$ cat src/rtl/core/psfd_ram.sv
// Generic simple dual-port RAM, one write port and one registered read port.
// No dependencies.
module psfd_ram #(
	parameter int WIDTH = 8,
	parameter int DEPTH = 16
) (
	input  logic                     clk,
	input  logic                     we,
	input  logic [$clog2(DEPTH)-1:0] waddr,
	input  logic [WIDTH-1:0]         wdata,
	input  logic                     re,
	input  logic [$clog2(DEPTH)-1:0] raddr,
	output logic [WIDTH-1:0]         rdata
);

	logic [WIDTH-1:0] mem [DEPTH];

	always_ff @(posedge clk) begin
		if (we) begin
			mem[waddr] <= wdata;
		end
		if (re) begin
			rdata <= mem[raddr];
		end
	end

endmodule

$ cat config.mk
export PLATFORM = sky130hd
export DESIGN_NAME = psfd_ram
export DESIGN_NICKNAME = d
export VERILOG_FILES = /design/src/rtl/core/psfd_ram.sv
export SDC_FILE = /design/constraint.sdc
export NUM_CORES = 1
export LEC_CHECK = 0
export ABC_AREA = 1
export ABC_CLOCK_PERIOD_IN_PS = 2900
export BUFFER_PORTS_ARGS = -buffer_cell sky130_fd_sc_hd__buf_4
export CAP_MARGIN = 20
export CORE_ASPECT_RATIO = 0.5
export CORE_MARGIN = 2
export CORE_UTILIZATION = 40
export DETAILED_ROUTE_END_ITERATION = 7
export PLACE_DENSITY_LB_ADDON = 0.08
export SYNTH_ARGS = -nofsm -noshare
export SYNTH_HDL_FRONTEND = slang
export SYNTH_SLANG_ARGS = --single-unit
$ cat constraint.sdc
create_clock -name clk -period 2.9 [get_ports clk]
set_input_delay 0.725 -clock clk [delete_from_list [all_inputs] [get_ports clk]]
set_output_delay 0.725 -clock clk [all_outputs]
set_load 0.1 [all_outputs]
# After elaboration in Yosys (flattened, before gate mapping)
# Memories as Yosys holds them, arrays and structs flattened. A register that Yosys moved wholly into a read port is not among the register bits.
# Cells that the tools add are included.
[totals]
mem_bits_rw = 128
output_inout_bits = 8
reg_bits = 0
input_bits = 19
latch_bits = 0
mem_bits_ro = 0
wordCells = 3
memories = 1
[classes]
muxes = 2
div = 0
n_mul = 0
reduce_logical = 0
order_cmp = 0
n_addsub = 0
n_eq_ne = 0
shift = 0
bitwise = 0
[memory_table]
columns = ["name", "depth", "word_bits", "read_ports", "rd_ports_with_merged_regs", "wr", "line", "text"]
rows = [
  ["mem", 16, 8, 1, 1, 1, "16", "logic [WIDTH-1:0] mem [DEPTH];"],
]
[op_table]
columns = ["cell", "n"]
rows = [
  ["$mux 1", 2],
]

# Depth between registers and ports, before layout
[depth]
ltp_word = 2
mapped_depth = 8
ltp_nobuf = 7

# Worst setup path after synthesis
# OpenSTA, ideal clock, no wires.
[synth_timing]
path_type = "input to register"
from = "in waddr[2]"
to = "mem mem[10][0], enable pin"
n_path_buf = 0
stages = 2
arrival_time_ps = 1306
t_required_ps = 2530
setup_time_ps = 370
path_slack_ps = 1224
cell_sequence = "nand3b_1 > nor2_1"
[synth_rtl]
columns = ["element", "line", "text"]
rows = [
  ["start: declaration", "9", "input logic [$clog2(DEPTH)-1:0] waddr,"],
  ["end: declaration", "16", ""],
]
# Straight into the memory's write port.

==> key figures <==
Status
  • Status: finished clean

Worst setup path
  • Reg2reg start: mem[9][1]$_DFFE_PP_
  • Critical Path RT: between 3000 and 4000 ps
  • Crit path max fanout: 28
  • Crit Path Category: in2reg
  • Cell mode on critical path: nand3_1
  • Worst path max stage delay: between 300 and 400 ps
  • Beginning of the critical path: raddr[0]
  • WP buf/inv: 3
  • Crit path max-delay family: buffers and inverters
  • Crit path DAT: 2080 ps
  • Crit end category: flip-flop
  • Critical Path Source Type: primary input
  • Crit path cell chain: buf_4 > inv_2 > buf_12 > nand2_1 > nand3_1 > nand3_1 > nand3_1 > nand2_1
  • Crit path max-delay cell type: inv_2

Power and ir drop
  • Switching Share: between 20% and 30%
  • Logic pwr share: under 10%
  • Worst vdd ir: ~0.33 mV
  • NetSw: between 1 and 1.5 mW
  • Sequential share of power: between 40% and 50%
  • Clock power frac: a little under half
  • Int Pwr: around 3.7 mW
  • Power per cell area: between 700 and 800 nW/µm²
  • LEAKAGE: slightly below 3 nW

Floorplanning
  • Initial Util: 40.63%
  • Core area: 14390 µm²
  • Row Count: 31
  • Die area: 15660 µm²
  • IO Pins: 27
  • Chip Height: 89.49 µm
  • Die X: about 170 µm

Cells and area
  • Antenna cells: 0
  • Final core occ: between 40% and 50%
  • Share of cells above drive strength 1: 11.60%
  • Final nets: 602
  • Area growth, synth to finish: 17.21%

Global route
  • Antenna violations before repair: 0
  • First-pass GRT wire length: 21960 µm
  • Largest net degree at the start of global routing: 44
  • Vias in the first global route: around 3600
  • GRT overflow: 0
  • All-Layer GR Usage: between 15 and 20%

Drt
  • Post-route DRC violation count: 0
  • DR vias: approximately 3800
  • Wirelength per Cell: ~18 µm
  • Via density: 4.837
  • Final ANT Viol Nets: 0
  • DR pass1 iterations: 4
  • Initial drt markers: 364
  • Total length of routed wires: between 10000 and 15000 µm

Placement
  • IO Port Bufs: 26
  • Dpl hpwl: 9122 µm
  • GP Congestion: around 0.8

CTS
  • Setup repair bufs after CTS: 0
  • CTS tree: built
  • CTS Sinks: 136
  • CTS buffer count: 17
  • CTS H-Tree Depth: 4
  • Clock buffer depth: 2
  • Cts hold-fix bufs: 0
  • Clk pin slew, worst setup/hold paths: ~60 ps
  • Post-cts sizing count: 0
  • Root Buffer: clkbuf_16
  • Clock Latency Late Sink: between 400 and 500 ps

Synth
  • Post-synthesis cell type count: 11
  • Post-Syn Instances: 551
  • Post-synthesis async set-or-reset flop share: 0%
  • Top post-synthesis cells by area: edfxtp_1, nand2_1, nand3_1, inv_1, buf_6
  • Xor/xnor share of the synthesized area: 0%
  • Synthesized flop and latch total: 136
  • Main synth FF type: edfxtp_1
  • Sequential area share after synthesis: 69.85%
  • Synth Warn #: 0
  • Compound-cell area share of the yosys netlist: 0%
  • Dominant cell type by area after synthesis: edfxtp_1
  • Area share of the largest cell type after synthesis: 69.85%
  • Synthesized cell area: between 5000 and 6000 µm²
  • Syn Nets: 570
  • Largest family of logic cells by synthesized area: simple AND/OR/NAND/NOR gates
  • Post-synthesis area per instance: 10.61 µm²
  • Dominant cell by count in the synthesized netlist: nand2_1
  • Adder-Cell Fraction of Synth Area: 0%
  • Post-synth EDFFs: about 140
  • Commonest cells post-synth: nand2_1, edfxtp_1, inv_1, nand3_1, nor2_1
  • Post-Synth Simple-Gate Area: between 20% and 30%
  • Mux contribution to synthesized area: 0%

STA
  • Fin. Hold Viols: 0
  • # setup viols final: 0
  • Clk_skew: 9.999 ps
  • Max-slew headroom: between 30% and 40%
  • Setup TNS: 0 ps
  • Fin crit period: about 1900 ps
  • Slew @ Worst Pin: about 1000 ps
  • Final Max Tran Viols: 0
  • RSZ-0062 raised after global routing: no
  • Final Cycle Share: 66.01%
  • F_max: around 520 MHz

Min path
  • Hold path start: re
  • Worst hold path class: in2reg

Flow run
  • Max-cap violations: 0
==> metal layers <==
| metal | wire, µm | share of wire (%) | track usage [%] | up-vias |
|---|---|---|---|---|
| met4 | 200 | 1.4 | 6.742 | 0 |
| li1 | - | - | - | 1846 |
| met2 | 6165 | 42 | 28.89 | 93 |
| met5 | 0 | 0 | 0 | - |
| met3 | 764 | 5.2 | 4.337 | 20 |
| met1 | 7460 | 51 | 29.85 | 1877 |
==> state kept, by name, summed over array words and instances (netlist names) <==
signal  flops
rdata       8
mem       128
==> cells by family (layout without fill, tap and decap cells) <==
kind of cell,count (synthesis),count (layout)
buffers and inverters,126,170
DFF,136,136
and+or+nand+nor,289,289
==> worst paths after layout <==
path	to	slack (ps)	cells past startpoint
max	rdata[2]$_DFFE_PP_	990	8
min	rdata[1]$_DFFE_PP_	610	1
max reg2reg	rdata[1]$_DFFE_PP_	1710	6
min reg2reg	rdata[2]$_DFFE_PP_	750	6
==> metrics by stage <==
step | hold WS [ps] | cell area, µm² | std cells | power, mW | worst slack, ps
5_1_grt | 604.3 | 6853 | 793 | 5.023 | 871.4
2_1_floorplan | 682.9 | 5847 | 551 | 2.490 | 1224
4_1_cts | 602.1 | 6853 | 793 | 4.907 | 1006
3_3_place_gp | 717.2 | 6231 | 762 | 2.623 | 563.6
6_report | 607.3 | 6853 | 793 | 4.883 | 985.8
3_5_place_dp | 735.7 | 6231 | 762 | 2.623 | 566.3
==> power by group through the flow <==
stage / sequential, mW / combinational [mW] / clock (mW)
finish: 2.23 / 0.351 / 2.30
global route: 2.23 / 0.385 / 2.41
CTS: 2.23 / 0.353 / 2.32
detailed placement: 2.27 / 0.352 / 0
global placement: 2.27 / 0.351 / 0
floorplan: 2.33 / 0.155 / 0
==> area by class of cell <==
class	count	area [µm²]
sequential	136	4084
timing repair buffer	37	302.8
tap	198	247.7
clock buffer	17	425.4
multi-input combinational	289	1214
inverter	102	382.9
fill	1324	7537
clock inverter	14	196.4
==> placed cells by master (no fill, tap or decap), drive strengths merged <==
| cell type | instances |
|---|---|
| nand3b | 2 |
| buf | 37 |
| nand3 | 97 |
| bufinv | 4 |
| edfxtp | 136 |
| clkbuf | 17 |
| nand2 | 173 |
| nor2 | 17 |
| inv | 106 |
| clkinvlp | 2 |
| clkinv | 4 |
(Power assumes the default switching activity.)
